`src/design/hex_element_shape_weights_assert.svh`:
```
// ----------------------------------------------------------------------------
// Assertion macros for the hexahedral shape-weight block
// Each macro expands to a clocked concurrent assertion, or to nothing in synthesis.
// ----------------------------------------------------------------------------
`ifndef HEX_ELEMENT_SHAPE_WEIGHTS_ASSERT_SVH
`define HEX_ELEMENT_SHAPE_WEIGHTS_ASSERT_SVH
`ifndef SYNTH
`define HESW_ASSERT(label, prop, msg) label: assert property (@(posedge clk_i) \
  disable iff (!rst_ni) (prop)) else $error(msg);
`define HESW_ASSERT_NEXT(label, ante, cons, msg) `HESW_ASSERT(label, (ante) |=> (cons), msg)
`else
`define HESW_ASSERT(label, prop, msg)
`define HESW_ASSERT_NEXT(label, ante, cons, msg)
`endif
`endif

```
`src/design/hesw_pkg.sv`:
```
// ----------------------------------------------------------------------------
// hesw_pkg
// Shared widths, the node selection table and the queue status type.
// ----------------------------------------------------------------------------
package hesw_pkg;

  localparam int unsigned FRAC_BITS_DEF   = 14;
  localparam int unsigned QUEUE_DEPTH_DEF = 2;
  localparam int unsigned COORD_W         = 16;
  localparam int unsigned WEIGHT_W        = 16;
  localparam int unsigned IDX_W           = 5;
  localparam int unsigned NODES_8         = 8;
  localparam int unsigned NODES_27        = 27;
  localparam logic [IDX_W-1:0] LAST_8     = IDX_W'(NODES_8 - 1);
  localparam logic [IDX_W-1:0] LAST_27    = IDX_W'(NODES_27 - 1);

  // Which 1D basis of one axis a node uses: low end, middle, high end.
  typedef enum logic [1:0] {
    SEL_L = 2'd0,
    SEL_M = 2'd1,
    SEL_H = 2'd2
  } basis_sel_e;

  typedef struct packed {
    basis_sel_e x;
    basis_sel_e y;
    basis_sel_e z;
  } node_sel_t;

  typedef struct packed {
    logic full;
    logic empty;
  } q_status_t;

  // Width of one 1D basis value. Covers coordinates over the whole 16-bit range.
  function automatic int unsigned basis_w(input int unsigned frac);
    return ((frac > 15) ? frac : (30 - frac)) + 3;
  endfunction

  function automatic node_sel_t node_sel(input logic [IDX_W-1:0] k);
    node_sel_t s;
    case (k)
      5'd0:    s = '{SEL_L, SEL_L, SEL_L};
      5'd1:    s = '{SEL_H, SEL_L, SEL_L};
      5'd2:    s = '{SEL_H, SEL_H, SEL_L};
      5'd3:    s = '{SEL_L, SEL_H, SEL_L};
      5'd4:    s = '{SEL_L, SEL_L, SEL_H};
      5'd5:    s = '{SEL_H, SEL_L, SEL_H};
      5'd6:    s = '{SEL_H, SEL_H, SEL_H};
      5'd7:    s = '{SEL_L, SEL_H, SEL_H};
      5'd8:    s = '{SEL_M, SEL_L, SEL_L};
      5'd9:    s = '{SEL_H, SEL_M, SEL_L};
      5'd10:   s = '{SEL_M, SEL_H, SEL_L};
      5'd11:   s = '{SEL_L, SEL_M, SEL_L};
      5'd12:   s = '{SEL_L, SEL_L, SEL_M};
      5'd13:   s = '{SEL_H, SEL_L, SEL_M};
      5'd14:   s = '{SEL_H, SEL_H, SEL_M};
      5'd15:   s = '{SEL_L, SEL_H, SEL_M};
      5'd16:   s = '{SEL_M, SEL_L, SEL_H};
      5'd17:   s = '{SEL_H, SEL_M, SEL_H};
      5'd18:   s = '{SEL_M, SEL_H, SEL_H};
      5'd19:   s = '{SEL_L, SEL_M, SEL_H};
      5'd20:   s = '{SEL_M, SEL_M, SEL_L};
      5'd21:   s = '{SEL_M, SEL_L, SEL_M};
      5'd22:   s = '{SEL_H, SEL_M, SEL_M};
      5'd23:   s = '{SEL_M, SEL_H, SEL_M};
      5'd24:   s = '{SEL_L, SEL_M, SEL_M};
      5'd25:   s = '{SEL_M, SEL_M, SEL_H};
      5'd26:   s = '{SEL_M, SEL_M, SEL_M};
      default: s = '{SEL_M, SEL_M, SEL_M};
    endcase
    return s;
  endfunction

endpackage

```
`src/design/hesw_weight_if.sv`:
```
// ----------------------------------------------------------------------------
// hesw_weight_if
// Output channel: one node weight per word.
// ----------------------------------------------------------------------------
interface hesw_weight_if;
  logic                                 valid;
  logic                                 ready;
  logic [hesw_pkg::IDX_W-1:0]           node_index;
  logic signed [hesw_pkg::WEIGHT_W-1:0] weight;
  logic                                 last_node;

  modport source (output valid, output node_index, output weight, output last_node,
                  input ready);
  modport sink   (input valid, input node_index, input weight, input last_node,
                  output ready);
endinterface

```
`src/design/hesw_back.sv`:
```
// ----------------------------------------------------------------------------
// hesw_back
// Walks the nodes of the head point and forms each weight in three stages.
// ----------------------------------------------------------------------------
`include "hex_element_shape_weights_assert.svh"

module hesw_back #(
  parameter  int unsigned FRAC_BITS = hesw_pkg::FRAC_BITS_DEF,
  localparam int unsigned BW        = hesw_pkg::basis_w(FRAC_BITS)
) (
  input  logic                        clk_i,
  input  logic                        rst_ni,
  input  logic [2:0][2:0][BW-1:0]     bases_i,
  input  logic                        quad_i,
  input  hesw_pkg::q_status_t         q_stat_i,
  output logic                        pop_o,
  hesw_weight_if.source               weight_o
);

  localparam int unsigned IW  = hesw_pkg::IDX_W;
  localparam int unsigned OW  = hesw_pkg::WEIGHT_W;
  localparam int unsigned PW  = 2 * BW - FRAC_BITS + 1;
  localparam int unsigned QW  = PW + BW;
  localparam int unsigned WW  = QW - FRAC_BITS + 1;
  localparam int WMAX_I = (FRAC_BITS >= OW - 1) ? 32767 : (1 << FRAC_BITS);
  localparam int WMIN_I = (FRAC_BITS >= OW - 1) ? -32768 : -(1 << FRAC_BITS);
  localparam logic signed [WW-1:0] W_MAX = WW'(WMAX_I);
  localparam logic signed [WW-1:0] W_MIN = WW'(WMIN_I);
  localparam logic signed [OW-1:0] O_MAX = OW'(WMAX_I);
  localparam logic signed [OW-1:0] O_MIN = OW'(WMIN_I);

  logic                   en, issue, issue_last;
  logic [IW-1:0]          cnt_q, cnt_d, last_idx;
  hesw_pkg::node_sel_t    sel;
  logic signed [BW-1:0]   bx, by, bz;

  logic                   a_valid_q, b_valid_q, out_valid_q;
  logic signed [2*BW-1:0] a_prod_q;
  logic signed [BW-1:0]   a_bz_q;
  logic                   a_quad_q, a_last_q, b_quad_q, b_last_q, out_last_q;
  logic [IW-1:0]          a_idx_q, b_idx_q, out_idx_q;
  logic signed [QW-1:0]   b_prod_q;
  logic signed [PW-1:0]   p;
  logic signed [WW-1:0]   w;
  logic signed [OW-1:0]   w_sat;
  logic signed [OW-1:0]   out_w_q;

  function automatic logic signed [PW-1:0] rnd_p(input logic signed [2*BW-1:0] v);
    logic signed [2*BW:0] t;
    t = {v[2*BW-1], v} + ((2*BW+1)'(1) << (FRAC_BITS - 1)) - {{(2*BW){1'b0}}, v[2*BW-1]};
    t = t >>> FRAC_BITS;
    return t[PW-1:0];
  endfunction

  // The 8-node weights fold in the factor 0.125 as three extra bits of shift.
  function automatic logic signed [WW-1:0] rnd_w(input logic signed [QW-1:0] v,
                                                 input logic quad);
    logic signed [QW:0] t;
    logic [QW:0]        half;
    half = quad ? ((QW+1)'(1) << (FRAC_BITS - 1)) : ((QW+1)'(1) << (FRAC_BITS + 2));
    t = {v[QW-1], v} + half - {{QW{1'b0}}, v[QW-1]};
    t = quad ? (t >>> FRAC_BITS) : (t >>> (FRAC_BITS + 3));
    return t[WW-1:0];
  endfunction

  // The whole back pipeline freezes while the output word waits.
  assign en         = !out_valid_q || weight_o.ready;
  assign issue      = en && !q_stat_i.empty;
  assign last_idx   = quad_i ? hesw_pkg::LAST_27 : hesw_pkg::LAST_8;
  assign issue_last = issue && (cnt_q == last_idx);
  assign pop_o      = issue_last;
  assign cnt_d      = issue ? (issue_last ? '0 : cnt_q + 1'b1) : cnt_q;

  assign sel = hesw_pkg::node_sel(cnt_q);
  assign bx  = $signed(bases_i[0][sel.x]);
  assign by  = $signed(bases_i[1][sel.y]);
  assign bz  = $signed(bases_i[2][sel.z]);

  assign p = rnd_p(a_prod_q);
  assign w = rnd_w(b_prod_q, b_quad_q);

  always_comb begin
    if (w > W_MAX) begin
      w_sat = O_MAX;
    end else if (w < W_MIN) begin
      w_sat = O_MIN;
    end else begin
      w_sat = w[OW-1:0];
    end
  end

  always_ff @(posedge clk_i or negedge rst_ni) begin
    if (!rst_ni) begin
      cnt_q       <= '0;
      a_valid_q   <= 1'b0;
      b_valid_q   <= 1'b0;
      out_valid_q <= 1'b0;
    end else begin
      cnt_q <= cnt_d;
      if (en) begin
        a_valid_q   <= issue;
        b_valid_q   <= a_valid_q;
        out_valid_q <= b_valid_q;
      end
    end
  end

  always_ff @(posedge clk_i) begin
    if (issue) begin
      a_prod_q <= bx * by;
      a_bz_q   <= bz;
      a_quad_q <= quad_i;
      a_idx_q  <= cnt_q;
      a_last_q <= issue_last;
    end
    if (en) begin
      b_prod_q   <= p * a_bz_q;
      b_quad_q   <= a_quad_q;
      b_idx_q    <= a_idx_q;
      b_last_q   <= a_last_q;
      out_w_q    <= w_sat;
      out_idx_q  <= b_idx_q;
      out_last_q <= b_last_q;
    end
  end

  assign weight_o.valid      = out_valid_q;
  assign weight_o.node_index = out_idx_q;
  assign weight_o.weight     = out_w_q;
  assign weight_o.last_node  = out_last_q;

  `HESW_ASSERT(a_cnt_idle,
               q_stat_i.empty |-> (cnt_q == '0),
               "node counter moved with no point")
  `HESW_ASSERT(a_cnt_mode,
               q_stat_i.empty || quad_i || (cnt_q <= hesw_pkg::LAST_8),
               "8-node count overrun")
  `HESW_ASSERT(a_last_idx,
               (out_valid_q && out_last_q) |->
                 ((out_idx_q == hesw_pkg::LAST_8) || (out_idx_q == hesw_pkg::LAST_27)),
               "last word on a wrong node")
  `HESW_ASSERT(a_w_range,
               out_valid_q |-> ((out_w_q <= O_MAX) && (out_w_q >= O_MIN)),
               "weight out of range")

endmodule

```
`src/flat_wrapper.sv`:
```
// flat-port wrapper written by rule: the top's interface ports become plain ports
module hesw_back_flat 
#(
  parameter  int unsigned FRAC_BITS = hesw_pkg::FRAC_BITS_DEF,
  localparam int unsigned BW        = hesw_pkg::basis_w(FRAC_BITS)
)
  (clk_i, rst_ni, bases_i, quad_i, q_stat_i, pop_o, weight_o_valid, weight_o_node_index, weight_o_weight, weight_o_last_node, weight_o_ready);
  hesw_weight_if weight_o_i ();
  input  logic clk_i;
  input  logic rst_ni;
  input  logic [2:0][2:0][BW-1:0] bases_i;
  input  logic quad_i;
  input  hesw_pkg::q_status_t q_stat_i;
  output logic pop_o;
  output wire logic [$bits(weight_o_i.valid)-1:0] weight_o_valid;
  output wire logic [$bits(weight_o_i.node_index)-1:0] weight_o_node_index;
  output wire logic [$bits(weight_o_i.weight)-1:0] weight_o_weight;
  output wire logic [$bits(weight_o_i.last_node)-1:0] weight_o_last_node;
  input wire logic [$bits(weight_o_i.ready)-1:0] weight_o_ready;
  assign weight_o_valid = weight_o_i.valid;
  assign weight_o_node_index = weight_o_i.node_index;
  assign weight_o_weight = weight_o_i.weight;
  assign weight_o_last_node = weight_o_i.last_node;
  assign weight_o_i.ready = weight_o_ready;
  hesw_back #(.FRAC_BITS(FRAC_BITS)) u_core (.clk_i(clk_i), .rst_ni(rst_ni), .bases_i(bases_i), .quad_i(quad_i), .q_stat_i(q_stat_i), .pop_o(pop_o), .weight_o(weight_o_i));
endmodule
```
`config.mk`:
```
export PLATFORM = sky130hd
export DESIGN_NAME = hesw_back_flat
export DESIGN_NICKNAME = d
export VERILOG_FILES = /design/src/design/hesw_pkg.sv /design/src/design/hesw_weight_if.sv /design/src/design/hesw_back.sv /design/src/flat_wrapper.sv
export VERILOG_INCLUDE_DIRS = /design/src /design/src/design
export SDC_FILE = /design/constraint.sdc
export NUM_CORES = 2
export LEC_CHECK = 0
export BUFFER_PORTS_ARGS = -buffer_cell sky130_fd_sc_hd__buf_2
export CAP_MARGIN = 40
export CELL_PAD_IN_SITES_DETAIL_PLACEMENT = 0
export CELL_PAD_IN_SITES_GLOBAL_PLACEMENT = 1
export CORE_ASPECT_RATIO = 0.7
export CORE_MARGIN = 3
export CORE_UTILIZATION = 46
export CTS_CLUSTER_SIZE = 8
export DETAILED_ROUTE_END_ITERATION = 10
export PLACE_DENSITY = 0.9
export SETUP_SLACK_MARGIN = 0.02
export SYNTH_ARGS = -nofsm -noshare
export SYNTH_HDL_FRONTEND = slang
export SYNTH_SLANG_ARGS = --single-unit
```
`constraint.sdc`:
```
create_clock -name clk_i -period 9.8 [get_ports clk_i]
set_clock_uncertainty 0.1 [all_clocks]
set_input_delay 0.98 -clock clk_i [delete_from_list [all_inputs] [get_ports clk_i]]
set_output_delay 0.98 -clock clk_i [all_outputs]
set_load 0.02 [all_outputs]
```
==> load_flow_metrics.sql <==
INSERT INTO impl_metrics (metric_group, metric, value, unit) VALUES
('global_route', 'groute.layer.met3.usage', '0.0590', ''),
('worst_setup_path', 'regToRegStartpoint', 'u_core.a_prod_q[9]$_DFFE_PP_', ''),
('clock_network', 'h_tree_levels', '4', ''),
('synth', 'post_synth.cell_area_avg', '9.23', 'um^2'),
('worst_setup_path', 'critical_path_required', '9.93', 'ns'),
('routing', 'routed-via-count', '31157', ''),
('routing', 'wl_per_cell', '18.1', 'um'),
('run_status', 'status', 'finished clean', ''),
('sta', 'final_max_slew_viol_count', '0', ''),
('floorplanning', 'die_x', '362', 'um'),
('global_route', 'grt_antenna_before_repair', '6', ''),
('worst_setup_path', 'criticalPathCategory', 'register to register', ''),
('synth', 'synth_ff_type', 'sky130_fd_sc_hd__edfxtp_1', ''),
('clock_network', 'cts.path.max_buffers', '2', ''),
('worst_setup_path', 'reg2reg_setup_slack', '0.29', 'ns'),
('global_route', 'grt_most_used_layer', 'met1', ''),
('place', 'gp_congestion', '0.979', ''),
('clock_network', 'clk_pin_slew', '0.07', 'ns'),
('floorplanning', 'die_height', '255', 'um'),
('clock_network', 'numClockSinks', '145', ''),
('routing', 'detail_route.first_pass.iterations', '5', ''),
('floorplanning', 'die_area', '92300', 'um^2'),
('synth', 'synth.net_count', '5761', ''),
('sta', 'worst-slew-pin-transition', '1.01', 'ns'),
('worst_setup_path', 'r2r-end', 'u_core.b_prod_q[40]$_DFFE_PN_', ''),
('global_route', 'aggregate_global_routing_overflow', '0', ''),
('routing', 'ant_nets', '0', ''),
('global_route', 'grt_pass1_wl', '174000', 'um'),
('cells_and_area', 'mostFrequentLayoutCell', 'sky130_fd_sc_hd__inv_1', ''),
('worst_setup_path', 'critical_path.max_fanout', '7', ''),
('cells_and_area', 'syn2layout_area_growth', '11.0', '%'),
('worst_setup_path', 'start_kind', 'register', ''),
('synth', 'seq_area_frac_synth', '0.106', ''),
('sta', 'hold_viol', '0', ''),
('worst_setup_path', 'critical_path_arrival', '9.64', 'ns'),
('worst_setup_path', 'rr_worst_depth', '37', ''),
('worst_setup_path', 'critPathSlowestCell', 'sky130_fd_sc_hd__fa_1', ''),
('sta', 'rsz_0062_raised_after_global_routing', 'yes', ''),
('sta', 'slew_headroom', '0.325', ''),
('cells_and_area', 'layout_common_cells', 'sky130_fd_sc_hd__inv_1 (884), sky130_fd_sc_hd__fa_1 (832), sky130_fd_sc_hd__nand2_1 (562)', ''),
('clock_network', 'cts_hold_fix_bufs', '0', ''),
('worst_setup_path', 'cpLargestDelayFamily', 'compound AO/OA/AOI/OAI gates', ''),
('sta', 'final_period_minus_worst_setup_slack', '9.51', 'ns'),
('synth', 'mapped_cells', '4418', ''),
('hold_path', 'hold_class', 'primary input to asynchronous set/reset pin', ''),
('cells_and_area', 'finalNetCount', '5995', ''),
('global_route', 'grt_max_degree', '69', ''),
('clock_network', 'clock_latency', '0.48', 'ns'),
('synth', 'async_reset_ff_frac', '0.0552', ''),
('routing', 'detail_route.drc_violations', '0', ''),
('global_route', 'number_of_global_route_vias_before_repair', '32364', ''),
('cells_and_area', 'num_antenna_cells', '0', ''),
('sta', 'setup_viol', '0', ''),
('floorplanning', 'start_util', '0.468', ''),
('place', 'hpwlAfterDp', '89600', 'um'),
('cells_and_area', 'fraction_of_layout_cells_with_a_size_suffix_above_1', '0.117', ''),
('clock_network', 'root_buffer', 'sky130_fd_sc_hd__clkbuf_16', ''),
('global_route', 'groute.layer.met2.usage', '0.354', ''),
('sta', 'final.period_utilization', '0.970', ''),
('flow_run', 'max_cap_violations', '0', ''),
('worst_setup_path', 'worstPathBufferInverterCount', '4', ''),
('floorplanning', 'row_count', '90', ''),
('routing', 'route.final.wire_length', '105000', 'um'),
('routing', 'drt-vias-per-instance', '5.36', ''),
('floorplanning', 'core_region_area', '87000', 'um^2'),
('synth', 'synth-edff-count', '137', ''),
('synth', 'yosys_register_bits', '145', ''),
('floorplanning', 'boundaryPins', '201', ''),
('clock_network', 'tritoncts_clock_tree', 'yes', ''),
('synth', 'mapped_cell_area', '40800', 'um^2'),
('global_route', 'grtUsageMet1', '0.362', ''),
('place', 'count_of_input_and_output_buffers', '199', ''),
('worst_setup_path', 'setup.worst_path.end_class', 'register', ''),
('worst_setup_path', 'critical-path-max-stage-delay', '0.55', 'ns'),
('sta', 'timing.setup.tns', '0', 'ns'),
('clock_network', 'cts-buffers-inserted', '17', ''),
('global_route', 'groute.usage.overall', '0.240', ''),
('routing', 'initialDrtViolationCount', '2476', ''),
('synth', 'yosys.cell_types.count', '86', ''),
('synth', 'yosysWarningCount', '0', ''),
('sta', 'maxClockFrequency', '105', 'MHz');
## stage by stage
stage          worst slack [ns]  instances   util  hold slack [ns]  instance area (um^2)
5_1_grt                 -0.0245       5815  0.520            0.203                 45300
2_1_floorplan             0.491       4418      -            0.300                 40800
6_report                  0.294       5815  0.520            0.226                 45300
4_1_cts                  0.0168       5807  0.516            0.188                 44900
3_3_place_gp             -0.202       5764  0.506            0.307                 44000
3_5_place_dp             -0.316       5775  0.508            0.305                 44200
## kinds of logic (layout without fill, tap and decap cells)
family,after synthesis,after routing,synth area share
mux,73,73,0.0180
compound gates,527,527,0.0848
buf+inv,1074,1321,0.100
flops,145,145,0.106
xor+xnor,136,136,0.0292
fa+ha+maj,1166,1166,0.513
simple gates,1297,1297,0.150
## metal layers
| layer | part of all wire | wire length [um] | vias to the layer above |
|---|---|---|---|
| met3 | 0.094 | 9880 | 100 |
| met1 | 0.47 | 49300 | 15715 |
| li1 | - | - | 14239 |
| met4 | 0.015 | 1540 | 4 |
| met5 | 0.00026 | 27 | - |
| met2 | 0.42 | 44700 | 1099 |
## layout make-up
type,count,area (um^2)
Fill cell,7851,41800
Multi-Input combinational cell,3199,32800
Sequential cell,145,4320
Inverter,890,3340
Timing Repair Buffer,399,2770
Tap cell,1150,1440
Clock buffer,22,518
Clock inverter,10,81.3
## cells in the mapped netlist (all sizes together), types with 5 or more instances
library cell | count | area (um^2)
o211ai | 23 | 173
o31ai | 11 | 82.6
nand3 | 65 | 330
nor2b | 16 | 100
xor2 | 41 | 359
or2 | 11 | 71.3
a211oi | 24 | 185
nand4b | 10 | 87.6
clkbuf | 157 | 589
xnor2 | 95 | 832
nand2b | 25 | 156
nand4 | 34 | 219
dfrtp | 8 | 200
and3 | 13 | 81.3
edfxtp | 137 | 4110
o22ai | 6 | 37.5
a211o | 7 | 63.8
nor4 | 10 | 92.6
o21ai | 118 | 591
a31o | 5 | 43.8
buf | 27 | 146
inv | 889 | 3340
fa | 841 | 16800
nor2 | 252 | 978
and2 | 267 | 1670
nor3 | 16 | 80.1
ha | 325 | 4070
a31oi | 18 | 113
a311oi | 9 | 78.8
or3 | 6 | 42.5
a221oi | 5 | 43.8
o31a | 5 | 43.8
mux2i | 69 | 691
o21a | 40 | 300
a21o | 60 | 450
nand2 | 563 | 2120
a21oi | 138 | 691
a2111oi | 5 | 62.6
o21bai | 16 | 120
## repair_timing
action	in CTS	in global routing
endpoints found under the hold margin	0	0
setup buffers	0	7
cloned	0	1
resized for setup	14	77
endpoints found under the setup margin	6	18
pin swaps	4	35
## flip-flops by register name, indices dropped and copies added, names as in the netlist
register and cells:
u_core.b_idx_q 5, u_core.a_idx_q 5, u_core.weight_o.last_node 1, u_core.weight_o.weight 16
u_core.a_prod_q 38, u_core.a_last_q 1, u_core.a_bz_q 19, u_core.b_prod_q 44
u_core.b_valid_q 1, u_core.b_quad_q 1, u_core.a_valid_q 1, u_core.cnt_q 5
u_core.b_last_q 1, u_core.weight_o.node_index 5, u_core.weight_o.valid 1, u_core.a_quad_q 1
## worst max-delay path by stage
stage / slack [ns] / cells after the start / start / to
4_1_cts: 0.02 / 41 / u_core.a_prod_q[9]$_DFFE_PP_ / u_core.b_prod_q[43]$_DFFE_PN_
5_1_grt: -0.02 / 41 / u_core.a_prod_q[9]$_DFFE_PP_ / u_core.b_prod_q[43]$_DFFE_PN_
3_5_place_dp: -0.32 / 41 / u_core.a_prod_q[9]$_DFFE_PP_ / u_core.b_prod_q[43]$_DFFE_PN_
2_1_floorplan: 0.49 / 32 / u_core.cnt_q[2]$_DFFE_PN0P_ / u_core.a_prod_q[36]$_DFFE_PP_
6_report: 0.29 / 37 / u_core.a_prod_q[9]$_DFFE_PP_ / u_core.b_prod_q[40]$_DFFE_PN_
3_3_place_gp: -0.20 / 41 / u_core.a_prod_q[9]$_DFFE_PP_ / u_core.b_prod_q[43]$_DFFE_PN_
Power is left out: the tool's default activity adds up to more than one toggle a clock period on the data nets, which glitch-free logic cannot reach.
