[src/design/hex_element_shape_weights_assert.svh]
// ----------------------------------------------------------------------------
// Assertion macros for the hexahedral shape-weight block
// Each macro expands to a clocked concurrent assertion, or to nothing in synthesis.
// ----------------------------------------------------------------------------
`ifndef HEX_ELEMENT_SHAPE_WEIGHTS_ASSERT_SVH
`define HEX_ELEMENT_SHAPE_WEIGHTS_ASSERT_SVH
`ifndef SYNTH
`define HESW_ASSERT(label, prop, msg) label: assert property (@(posedge clk_i) \
  disable iff (!rst_ni) (prop)) else $error(msg);
`define HESW_ASSERT_NEXT(label, ante, cons, msg) `HESW_ASSERT(label, (ante) |=> (cons), msg)
`else
`define HESW_ASSERT(label, prop, msg)
`define HESW_ASSERT_NEXT(label, ante, cons, msg)
`endif
`endif

[src/design/hesw_pkg.sv]
// ----------------------------------------------------------------------------
// hesw_pkg
// Shared widths, the node selection table and the queue status type.
// ----------------------------------------------------------------------------
package hesw_pkg;

  localparam int unsigned FRAC_BITS_DEF   = 14;
  localparam int unsigned QUEUE_DEPTH_DEF = 2;
  localparam int unsigned COORD_W         = 16;
  localparam int unsigned WEIGHT_W        = 16;
  localparam int unsigned IDX_W           = 5;
  localparam int unsigned NODES_8         = 8;
  localparam int unsigned NODES_27        = 27;
  localparam logic [IDX_W-1:0] LAST_8     = IDX_W'(NODES_8 - 1);
  localparam logic [IDX_W-1:0] LAST_27    = IDX_W'(NODES_27 - 1);

  // Which 1D basis of one axis a node uses: low end, middle, high end.
  typedef enum logic [1:0] {
    SEL_L = 2'd0,
    SEL_M = 2'd1,
    SEL_H = 2'd2
  } basis_sel_e;

  typedef struct packed {
    basis_sel_e x;
    basis_sel_e y;
    basis_sel_e z;
  } node_sel_t;

  typedef struct packed {
    logic full;
    logic empty;
  } q_status_t;

  // Width of one 1D basis value. Covers coordinates over the whole 16-bit range.
  function automatic int unsigned basis_w(input int unsigned frac);
    return ((frac > 15) ? frac : (30 - frac)) + 3;
  endfunction

  function automatic node_sel_t node_sel(input logic [IDX_W-1:0] k);
    node_sel_t s;
    case (k)
      5'd0:    s = '{SEL_L, SEL_L, SEL_L};
      5'd1:    s = '{SEL_H, SEL_L, SEL_L};
      5'd2:    s = '{SEL_H, SEL_H, SEL_L};
      5'd3:    s = '{SEL_L, SEL_H, SEL_L};
      5'd4:    s = '{SEL_L, SEL_L, SEL_H};
      5'd5:    s = '{SEL_H, SEL_L, SEL_H};
      5'd6:    s = '{SEL_H, SEL_H, SEL_H};
      5'd7:    s = '{SEL_L, SEL_H, SEL_H};
      5'd8:    s = '{SEL_M, SEL_L, SEL_L};
      5'd9:    s = '{SEL_H, SEL_M, SEL_L};
      5'd10:   s = '{SEL_M, SEL_H, SEL_L};
      5'd11:   s = '{SEL_L, SEL_M, SEL_L};
      5'd12:   s = '{SEL_L, SEL_L, SEL_M};
      5'd13:   s = '{SEL_H, SEL_L, SEL_M};
      5'd14:   s = '{SEL_H, SEL_H, SEL_M};
      5'd15:   s = '{SEL_L, SEL_H, SEL_M};
      5'd16:   s = '{SEL_M, SEL_L, SEL_H};
      5'd17:   s = '{SEL_H, SEL_M, SEL_H};
      5'd18:   s = '{SEL_M, SEL_H, SEL_H};
      5'd19:   s = '{SEL_L, SEL_M, SEL_H};
      5'd20:   s = '{SEL_M, SEL_M, SEL_L};
      5'd21:   s = '{SEL_M, SEL_L, SEL_M};
      5'd22:   s = '{SEL_H, SEL_M, SEL_M};
      5'd23:   s = '{SEL_M, SEL_H, SEL_M};
      5'd24:   s = '{SEL_L, SEL_M, SEL_M};
      5'd25:   s = '{SEL_M, SEL_M, SEL_H};
      5'd26:   s = '{SEL_M, SEL_M, SEL_M};
      default: s = '{SEL_M, SEL_M, SEL_M};
    endcase
    return s;
  endfunction

endpackage

[src/design/hesw_queue.sv]
// ----------------------------------------------------------------------------
// hesw_queue
// Small FIFO of prepared basis sets between the front and the back.
// ----------------------------------------------------------------------------
`include "hex_element_shape_weights_assert.svh"

module hesw_queue #(
  parameter int unsigned WIDTH = 1,
  parameter int unsigned DEPTH = hesw_pkg::QUEUE_DEPTH_DEF
) (
  input  logic                  clk_i,
  input  logic                  rst_ni,
  input  logic                  push_i,
  input  logic [WIDTH-1:0]      push_data_i,
  input  logic                  pop_i,
  output logic [WIDTH-1:0]      pop_data_o,
  output hesw_pkg::q_status_t   stat_o
);

  localparam int unsigned PTR_W = (DEPTH > 1) ? $clog2(DEPTH) : 1;

  logic [WIDTH-1:0] slot_q [DEPTH];
  logic [PTR_W-1:0] wr_ptr_q, wr_ptr_d, rd_ptr_q, rd_ptr_d;
  logic [PTR_W:0]   cnt_q, cnt_d;

  always_comb begin
    wr_ptr_d = wr_ptr_q;
    rd_ptr_d = rd_ptr_q;
    if (push_i) begin
      wr_ptr_d = (wr_ptr_q == PTR_W'(DEPTH - 1)) ? '0 : wr_ptr_q + 1'b1;
    end
    if (pop_i) begin
      rd_ptr_d = (rd_ptr_q == PTR_W'(DEPTH - 1)) ? '0 : rd_ptr_q + 1'b1;
    end
    cnt_d = cnt_q + (PTR_W+1)'(push_i) - (PTR_W+1)'(pop_i);
  end

  always_ff @(posedge clk_i or negedge rst_ni) begin
    if (!rst_ni) begin
      wr_ptr_q <= '0;
      rd_ptr_q <= '0;
      cnt_q    <= '0;
    end else begin
      wr_ptr_q <= wr_ptr_d;
      rd_ptr_q <= rd_ptr_d;
      cnt_q    <= cnt_d;
    end
  end

  always_ff @(posedge clk_i) begin
    if (push_i) begin
      slot_q[wr_ptr_q] <= push_data_i;
    end
  end

  assign pop_data_o   = slot_q[rd_ptr_q];
  assign stat_o.full  = (cnt_q == (PTR_W+1)'(DEPTH));
  assign stat_o.empty = (cnt_q == '0);

  `HESW_ASSERT(a_no_overflow, push_i |-> !stat_o.full, "queue written while full")
  `HESW_ASSERT(a_no_underflow, pop_i |-> !stat_o.empty, "queue read while empty")

endmodule

[config.mk]
export PLATFORM = sky130hd
export DESIGN_NAME = hesw_queue
export DESIGN_NICKNAME = d
export VERILOG_FILES = /design/src/design/hesw_pkg.sv /design/src/design/hesw_queue.sv
export VERILOG_INCLUDE_DIRS = /design/src /design/src/design
export SDC_FILE = /design/constraint.sdc
export NUM_CORES = 1
export LEC_CHECK = 0
export BUFFER_PORTS_ARGS = -buffer_cell sky130_fd_sc_hd__buf_2
export CORE_AREA = 2 2 39 41
export CTS_CLUSTER_SIZE = 28
export DETAILED_ROUTE_END_ITERATION = 6
export DIE_AREA = 0 0 41 43
export PLACE_DENSITY_LB_ADDON = 0.08
export SLEW_MARGIN = 20
export SYNTH_ARGS = -nofsm -noshare
export SYNTH_HDL_FRONTEND = slang
export SYNTH_SLANG_ARGS = --single-unit
[constraint.sdc]
create_clock -name clk_i -period 1.55 [get_ports clk_i]
set_clock_uncertainty 0.2 [all_clocks]
set_input_delay 0.155 -clock clk_i [delete_from_list [all_inputs] [get_ports clk_i]]
set_output_delay 0.155 -clock clk_i [all_outputs]
set_load 0.02 [all_outputs]
==> results, run 1 <==
- Yosys instantiated no cell more often than dfrtp_1.
- The proportion of synthesized flip-flops having asynchronous set or reset is 0.6667.
- At the end of routability-driven placement, the weighted congestion stood at 0.6038.
- The cell row count is 14.
- The share of layout cells above drive strength 1 is 0.3438.
- The largest fanout on the critical path is 2.
- The tightest min-delay check is of the in -> async type.
- The clock net in this run drives a total of 6 sinks.
- For this run, the register share of the synthesized area comes to 0.5981.
- The area fraction of the dominant cell type after synthesis is 0.3738.
- The floorplan step defined a die boundary enclosing 1763 µm².
- OpenSTA, run right after detailed placement, puts the worst setup slack at 0.1521 ns.
- The TritonCTS clock tree is yes.
- The longest clock path from root to sink contains 2 buffers.
- Buffers placed on the I/O ports in this run total 7.
- The final standard cell area without fillers is 385.4 µm².
- The synthesis-stage register bit count is 6.
- For this run, the detailed router's first-pass iteration total came to 1.
- The worst setup path is launched from a register.
- The layout net count is 41.
- The final worst-path setup slack is 0.1164 ns.
- The routed wire length is 377 µm.
- The endpoint required time on the critical path is 1.19 ns.
- Across the run, the number of max-cap violations was 0.
- Setup repair after global routing left no endpoint under its margin.
- The cell at the root of the clock tree is clkbuf_4.
- The number of endpoints with negative hold slack in the final report is 0.
- The deepest level of the CTS H-tree is 1.
- For this run, design rule violations remaining after detail routing come to 0.
- Dividing the final minimum period by the clock period gives 0.9249.
- For the pin with the worst max-slew slack, the measured transition is 0.1243 ns.
- The total number of vias is 164.
- The final period demand of the worst path is 1.434 ns.
- For this configuration, the core starts out at a cell density of 0.1935.
- The first global-routing pass estimated 669 µm of wire.
- For this block, the initial DRC count from the detailed router was 0.
- The number of endpoints failing setup at the final stage is 0.
- The total negative slack is 0 ns.
- The area of the multi-input gates is 100.1 µm².
- The reg-to-reg setup timing slack is 0.16 ns.
- The chip width is 41 µm.
- The number of global-route vias before repair came to 178.
- Yosys attributes the largest share of cell area to dfrtp_1 37%, edfxtp_1 22%, ha_1 9.3%.
- At the later pin of the worst-skew pair, clock insertion delay measures 0.23 ns.
- For this run the aggregate overflow at the end of global routing stands at 0.
- Buffers inserted to repair hold after CTS numbered 4.
- Of all cell types, the one taking the most synthesized area is dfrtp_1.
- In this run the power density over the cells is 1710 nW/µm².
- The number of standard cells after synthesis is 18.
- By startpoint and endpoint, the worst setup path is classified as reg -> out.
- The synthesis-to-layout area growth is 43.93%.
- The number of pins with negative max-slew slack in the final report came to 0.
- The core occupancy in the finished layout is 0.2785.
- The net count after synthesis is 25.
- In the final routed layout, each cell accounts on average for 7.854 µm.
- After detailed placement, the total cell area comes to 322.8 µm².
- After synthesis, the mean cell area works out to 14.88 µm².
- The peak supply drop is 0.6461 mV.
- The number of setup buffers added after CTS is 0.
- The largest net degree at the start of global routing is 5.
- The filler cells instantiated in the layout total 148.
- The worst pin sits at a relative slew slack of 0.9169.
- At the worst endpoint, the arrival time is 1.08 ns.
- In this run, synthesis inferred 2 flip-flops with an integrated enable.
- For this run, the top clock speed supported by timing is 0.6976 GHz.
- The post-cts gate resize count is 0.
- The chip height is 43 µm.
- The remaining antenna violation count is 0.
- The cell area after technology mapping is 267.8 µm².
- The flow ran to the end, and the final reports show no timing, DRC or antenna violations.
- The leakage power total is 0.0001880 µW.
- The number of buffers created by CTS is 3.
- The area taken by flip-flops and latches is 160.2 µm².
- The kind of capture point of the worst setup path is an output port.
- Using the TritonRoute via totals, the vias-per-cell ratio works out to 3.417.
- The main flop type after synthesis is dfrtp_1.
- The core outline area is 1384 µm².
- In the global route stage, overall resource usage came out at 0.06606.
- Yosys mapped the design onto 10 distinct sky130hd cell types.
- The wire-length estimate of the detail-placed layout is 306.2 µm.
- The clock slew seen by the registers of the worst setup and hold paths is 0.04 ns.
- The number of antenna violations at the first check in global routing is 0.
- During synthesis, Yosys emitted a total of 0 warnings.
- Pin placement for this block handled 8 I/O pins.
- The total inserted antenna cells is 0.
==> power by group <==
part	total [µW]	internal [µW]	switching (µW)
sequential	275	233	41.9
clock	137	87.1	49.7
combinational	247	134	113
total	659	454	205
==> critical path, stage by stage (launching register included) <==
cell,delay [ns]
dfrtp_1,0.36
mux2_2,0.33
buf_2,0.16
==> path summary, 6_finish.rpt <==
check	endpoint	startpoint	depth (start not counted)
setup / recovery	pop_data_o	rd_ptr_q$_DFFE_PN0P_	2
hold / removal	cnt_q[1]$_DFF_PN0_	rst_ni	2
setup reg to reg	cnt_q[1]$_DFF_PN0_	cnt_q[0]$_DFF_PN0_	5
hold reg to reg	rd_ptr_q$_DFFE_PN0P_	rd_ptr_q$_DFFE_PN0P_	1
max in group asynchronous	rd_ptr_q$_DFFE_PN0P_	rst_ni	2
min in group clk_i	cnt_q[1]$_DFF_PN0_	pop_i	3
==> placed cells by master (no fill, tap or decap) <==
| cell type | synthesis | routed |
|---|---|---|
| nor2b_1 | 2 | 2 |
| nor2_1 | 1 | 1 |
| ha_1 | 2 | 2 |
| clkbuf_4 | 0 | 3 |
| xor3_1 | 1 | 1 |
| mux2_2 | 1 | 1 |
| dlygate4sd3_1 | 0 | 4 |
| inv_1 | 2 | 2 |
| buf_2 | 0 | 7 |
| edfxtp_1 | 2 | 2 |
| dfrtp_1 | 4 | 4 |
| xor2_1 | 2 | 2 |
| and2_1 | 1 | 1 |
==> metrics by stage <==
stage               total power, µW  hold slack [ns]  cells
floorplan                     455.6          -0.3406     18
global placement              517.5          -0.2295     41
detailed placement            524.8          -0.2313     41
CTS                           677.4          0.04642     48
global route                  726.4          0.05596     48
finish                        659.0          0.05142     48
==> area by class of cell <==
cell class,instances,share of cell area
multi-input cells,10,0.2597
inverters,2,0.01948
repair buffers,11,0.1948
well taps,16,0.05195
flip-flops and latches,6,0.4156
clock buffers,3,0.05844
==> logic make-up after synthesis <==
kind of cell | Yosys count | share of synthesized area
multiplexers | 1 | 0.04205
XOR/XNOR | 3 | 0.1542
adder cells (fa/ha/maj) | 2 | 0.09344
buffers and inverters | 2 | 0.02805
flip-flops | 6 | 0.5982
AND/OR/NAND/NOR | 4 | 0.08411
==> state kept, by name, summed over array words and instances (netlist names) <==
name / flops
cnt_q: 2
slot_q: 2
rd_ptr_q: 1
wr_ptr_q: 1
==> per-layer routing <==
metal,track usage,vias to the layer above,part of all wire
met5,0,-,0
met4,0.08000,0,0.027
met3,0.04712,2,0.095
met2,0.07500,5,0.44
met1,0.06689,70,0.44
li1,-,87,-
Note: power is estimated with default switching activity, not from simulation.
==> inputs of run 2 (changes only) <==
==> constraint.sdc (replaced) <==
create_clock -name clk_i -period 1.55 [get_ports clk_i]
set_clock_uncertainty 0.2 [all_clocks]
set_input_delay 0.0775 -clock clk_i [delete_from_list [all_inputs] [get_ports clk_i]]
set_output_delay 0.0775 -clock clk_i [all_outputs]
set_load 0.02 [all_outputs]
==> results, run 2 (same netlist as run 1, synthesis figures left out) <==
- The routability-driven placement congestion ratio is 0.6038.
- The type of the tightest min-delay check is reg -> reg.
- The cell at the root of the clock tree is clkbuf_4.
- Setup violations remaining at the end of the flow were counted as 0.
- The worst setup path category is in -> reg.
- The TritonCTS clock tree is yes.
- The violation count after the first detailed-routing iteration is 0.
- The number of endpoints with negative hold slack in the final report was 0.
- Of the cells placed in the final design, the portion with a size suffix greater than 1 is 0.3333.
- Measured against its own limit, the worst slew margin works out to 0.8626.
- CTS saw 6 sinks.
- In this design, the largest share of critical-path delay is due to buffers and inverters.
- Setup repair after global routing left no endpoint under its margin.
- For this run, the post-layout net count is 42.
- After detailed routing, the total wire length is 389 µm.
- Once the clock tree was built, the resizer swapped 0 gates to a different size.
- The number of antenna violations at the first check in global routing is 0.
- The tool flagged a number of max-cap violations equal to 0.
- Port buffering added 7 buffers.
- After clock tree synthesis, the flow added hold-fix buffers numbering 5.
- The clock slew seen by the registers of the worst setup and hold paths is 0.04 ns.
- The reg-to-reg setup timing slack is 0.16 ns.
- The areal power density over the cells is 1673 nW/µm².
- The launching element type of the critical path is an input pin.
- The post-route clock period utilization is 0.9846.
- The count of cells along the worst register-to-register path is 5.
- The leftover overflow at the end of global routing is 0.
- From left edge to right edge, the die measures 41 µm.
- The cell row count is 14.
- Leaving out fill and tap cells, the most frequent cell in the layout is buf_2.
- The total inserted antenna cells is 0.
- The initial utilization of the core area, before any placement, comes to 0.1935.
- The kind of capture point of the worst setup path is a register.
- Summing internal, switching and leakage power gives 661.6 µW.
- In the layout the commonest cells are 7 x buf_2, 5 x dlygate4sd3_1, 4 x dfrtp_1.
- After floorplanning, the core was sized to cover 1384 µm².
- Counting I/O delays and the setup requirement, the final critical path takes 1.526 ns.
- The slew at the pin closest to its max-slew limit is 0.2055 ns.
- After detailed routing, the number of remaining DRC violations is 0.
- For this design the top-level I/O count stands at 8.
- The global-route wire length before repair is 655 µm.
- The largest fanout on the critical path is 2.
- The cell with the most instances on the worst path is ha_1.
- The die is 43 µm tall.
- The cell with the biggest individual delay on the critical path is dlygate4sd3_1.
- The startpoint identified for the worst hold timing path is rd_ptr_q$_DFFE_PN0P_.
- The leakage power total is 0.0001922 µW.
- The number of global-route vias before repair was 181.
- The remaining antenna violation count is 0.
- The largest registers in the layout are cnt_q: 2 flops, slot_q: 2 flops.
- The worst path buffer plus inverter count is 3.
- Derived from the worst setup path, the maximum achievable clock frequency is 0.6552 GHz.
- The flow ran to the end, and the final reports show no timing, DRC or antenna violations.
- Traced cell by cell, the critical path runs through dlygate4sd3_1 -> buf_2 -> ha_1 -> inv_1 -> ha_1 -> xor3_1.
- Counting the buffers created by CTS gives 3.
- Entering global routing, the biggest net connects 5 pins.
- The synthesis-to-layout area growth is 47.66%.
- The data arrival at the endpoint of the critical path is 1.43 ns.
- The maximum count of clock buffers along a single path is 2.
- The deepest level of the CTS H-tree is 1.
- The maximum single-stage delay on the critical path is 0.54 ns.
- The total number of vias is 166.
- The endpoint required time on the critical path is 1.46 ns.
- The number of pins with negative max-slew slack in the final report is 0.
- The endpoint of the worst register-to-register path is cnt_q[1]$_DFF_PN0_.
- In the final routed layout, each cell accounts on average for 7.939 µm.
- The overall global routing resource usage is 0.06504.
- The startpoint identified for the worst register-to-register timing path is cnt_q[0]$_DFF_PN0_.
- The number of setup buffers added after CTS is 0.
- The total negative slack is 0 ns.
- For this run, the detailed router's first-pass iteration total came to 1.
- The worst hold path terminates at rd_ptr_q$_DFFE_PN0P_.
- Clock latency on the worst-skew pair, taken at its later pin, is 0.23 ns.
- The die area is 1763 µm².
- The peak supply drop is 0.6186 mV.
- Detailed placement finished with a half-perimeter wire length of 306.2 µm.
- The per-cell via count in the routed design is 3.388.
- Along the worst hold path, the cell count comes to 1.
## run 2: cell types whose count changed in the layout (fill, tap and decap cells not counted), sizes merged
cell,previous run,this run
dlygate4sd3,4,5
## run 2: final cells by class
cell class | count | area (µm²)
inverters | 2 | 7.507
well taps | 16 | 20.02
fillers | 146 | 988.4
repair buffers | 12 | 85.08
flip-flops and latches | 6 | 160.2
clock buffers | 3 | 22.52
multi-input cells | 10 | 100.1
## run 2: worst reg2reg max path, cell delays in order, from the launching register on
cell and delay [ns]:
dfrtp_1 0.35, inv_1 0.05, ha_1 0.26, inv_1 0.06
ha_1 0.14, xor3_1 0.21
## run 2: where the power goes
part	internal [µW]	switching (µW)	total (µW)
Sequential	233	42.0	275
Combinational	136	114	250
Clock	87.1	49.7	137
Total	456	206	662
## run 2: metal layers
layer | global-route usage | vias up | routed length [µm]
li1 | - | 89 | -
met1 | 0.06355 | 70 | 179
met2 | 0.07500 | 5 | 173
met3 | 0.04712 | 2 | 26
met4 | 0.08000 | 0 | 10
met5 | 0 | - | 0
## run 2: metrics by stage
stage	instance area, µm²	worst slack, ns	instances	util	hold slack, ns
3_3_place_gp	322.8	0.1739	41	0.2333	-0.3070
6_report	395.4	0.02380	49	0.2857	0.2760
4_1_cts	395.4	0.02652	49	0.2857	0.2824
2_1_floorplan	267.8	0.2062	18	-	-0.4181
5_1_grt	395.4	0.007285	49	0.2857	0.3058
3_5_place_dp	322.8	0.1521	41	0.2333	-0.3088
## run 2: worst max-delay path by stage
stage | slack [ns] | depth (start not counted) | endpoint | startpoint
after floorplan | 0.21 | 5 | cnt_q[1]$_DFF_PN0_ | cnt_q[0]$_DFF_PN0_
after global placement | 0.17 | 5 | cnt_q[1]$_DFF_PN0_ | cnt_q[0]$_DFF_PN0_
after detailed placement | 0.15 | 5 | cnt_q[1]$_DFF_PN0_ | cnt_q[0]$_DFF_PN0_
after CTS | 0.03 | 6 | cnt_q[1]$_DFF_PN0_ | pop_i
after global routing | 0.007 | 6 | cnt_q[1]$_DFF_PN0_ | pop_i
final | 0.02 | 6 | cnt_q[1]$_DFF_PN0_ | pop_i
==> inputs of run 3 (changes only) <==
clock period = 1.52 ns   (was 1.55 ns; I/O delays follow)
==> results, run 3 (same netlist as run 1, synthesis figures left out) <==
- The run finished with clean final reports.
- The number of clock buffers added by TritonCTS is 3.
- The slew at the pin closest to its max-slew limit is 0.2005 ns.
- The endpoint identified for the worst register-to-register timing path is cnt_q[1]$_DFF_PN0_.
- Summed over all nets, the half-perimeter wirelength after detailed placement is 306.2 µm.
- The most frequent standard cell in the layout excluding fill and tap cells is buf_2.
- The type of the tightest min-delay check is in -> reg.
- Routability-driven placement finished with a final weighted congestion of 0.6038.
- The final layout contains routed wiring with a total length of 381 µm.
- The total negative slack is 0 ns.
- From synthesis to final layout, the design area changed by 47.66%.
- The remaining antenna violation count is 0.
- The number of cells traversed by the worst hold path is 3.
- The first global-routing pass estimated 669 µm of wire.
- The sequential cells in the finished layout cover a total of 160.2 µm².
- In this run the tool buffered the top-level ports with 7 buffer cells.
- The post-route clock period utilization is 0.9174.
- The deepest level of the CTS H-tree is 1.
- Counting the fill cells in the layout gives 147.
- For this run, the detailed router's first-pass iteration total came to 1.
- The clock reaches the later pin of the worst-skew pair after 0.23 ns.
- The number of endpoints with negative hold slack in the final report is 0.
- Data on the critical path arrives at its endpoint at 1.30 ns.
- Summed over all layers, the global routing overflow is 0.
- Leaving out fill and tap cells, the most frequent cells in the layout are 7 x buf_2, 5 x dlygate4sd3_1, 4 x dfrtp_1.
- The cell sitting at the root of the clock tree is a clkbuf_4.
- The per-cell via count in the routed design is 3.388.
- In the final layout, the share of cells above drive strength 1 is 0.3333.
- The die area is 1763 µm².
- The worst hold endpoint is cnt_q[1]$_DFF_PN0_.
- The worst hold path begins at pop_i.
- Setup violations remaining at the end of the flow were counted as 0.
- The area of the multi-input gates is 100.1 µm².
- The worst register-to-register path has a depth of 5.
- The worst setup path category is reg -> reg.
- Detailed routing inserted a total of 166 vias.
- The final period demand of the worst path is 1.394 ns.
- The largest fanout on the critical path is 3.
- In this run the core area contains 14 standard-cell rows.
- The core outline area is 1384 µm².
- The number of global-route vias before repair is 181.
- The minimum hold slack is 0.1177 ns.
- The number of pins with negative max-slew slack in the final report is 0.
- The per-cell routed wire length is 7.776 µm.
- For this configuration, the core starts out at a cell density of 0.1935.
- The number of remaining DRC errors is 0.
- Setup repair after global routing left no endpoint under its margin.
- For this design the top-level I/O count stands at 8.
- The TritonCTS clock tree is yes.
- The number of antenna violations at the first check in global routing is 0.
- The areal power density over the cells is 1706 nW/µm².
- In this run the register-to-register setup slack is 0.13 ns.
- The largest net degree at the start of global routing is 5.
- The die is 43 µm tall.
- In this run the deepest clock path goes through 2 buffers.
- Post-CTS timing repair inserted 0 buffers for setup.
- The kind of capture point of the worst setup path is a register.
- The largest registers in the layout are cnt_q: 2 flops, slot_q: 2 flops.
- The worst setup path is launched from a register.
- The violation count after the first detailed-routing iteration is 0.
- The final layout contains 42 nets.
- For this run, the top clock speed supported by timing is 0.7172 GHz.
- VDD sags by at most 0.6591 mV.
- The chip width is 41 µm.
- The max-cap violation count is 0.
- The remaining max-slew budget at the tightest pin is 0.8659.
- The total inserted antenna cells is 0.
- For this design the static power due to leakage is 0.0001922 µW.
- For this run, the total global-route usage over all layers was measured as 0.06606.
- The startpoint identified for the worst register-to-register timing path is cnt_q[0]$_DFF_PN0_.
- At the worst endpoint, the required time is 1.43 ns.
- After clock tree synthesis, the clock-pin slew on the worst setup and hold paths is 0.04 ns.
- The clock sink total is 6.
[run 3: where the power goes]
group,leakage (µW),switching [µW],internal (µW),total (µW)
clock network,0.0000138,50.7,88.9,140
registers,0.0000654,43.0,237,280
logic,0.000113,116,138,254
[run 3: final cells by class]
type,instances,area share
Clock buffer,3,0.05696
Inverter,2,0.01899
Multi-Input combinational cell,10,0.2532
Sequential cell,6,0.4051
Tap cell,16,0.05063
Timing Repair Buffer,12,0.2152
[run 3: worst max-delay path by stage]
| stage | start | to |
|---|---|---|
| 6_report | cnt_q[0]$_DFF_PN0_ | cnt_q[1]$_DFF_PN0_ |
| 4_1_cts | cnt_q[0]$_DFF_PN0_ | cnt_q[1]$_DFF_PN0_ |
| 3_5_place_dp | cnt_q[0]$_DFF_PN0_ | cnt_q[1]$_DFF_PN0_ |
| 5_1_grt | cnt_q[0]$_DFF_PN0_ | cnt_q[1]$_DFF_PN0_ |
| 2_1_floorplan | cnt_q[0]$_DFF_PN0_ | cnt_q[1]$_DFF_PN0_ |
| 3_3_place_gp | cnt_q[0]$_DFF_PN0_ | cnt_q[1]$_DFF_PN0_ |
[run 3: routing by layer]
| metal | track usage | up-vias | share of wire |
|---|---|---|---|
| li1 | - | 89 | - |
| met1 | 0.06689 | 70 | 0.45 |
| met2 | 0.07500 | 5 | 0.43 |
| met3 | 0.04712 | 2 | 0.094 |
| met4 | 0.08000 | 0 | 0.026 |
| met5 | 0 | - | 0 |
[run 3: worst max-delay path, cell delays in order, from the launching register on]
cell and delay (ns):
dfrtp_1 0.35, inv_1 0.05, ha_1 0.26, inv_1 0.06
ha_1 0.14, xor3_1 0.21
[run 3: timing repair]
| action | in CTS | in global routing |
|---|---|---|
| endpoints found under the hold margin | 10 | 0 |
| hold buffers | 5 | 0 |
| gates resized for setup | 0 | 0 |
[run 3: per-stage QoR]
stage,util,total power (µW),setup slack (ns),cell area (µm²),cells
5_1_grt,0.2857,742.8,0.05633,395.4,49
3_5_place_dp,0.2333,535.1,0.1221,322.8,41
3_3_place_gp,0.2333,527.8,0.1439,322.8,41
2_1_floorplan,-,464.6,0.1762,267.8,18
4_1_cts,0.2857,692.7,0.1144,395.4,49
6_report,0.2857,674.5,0.1256,395.4,49
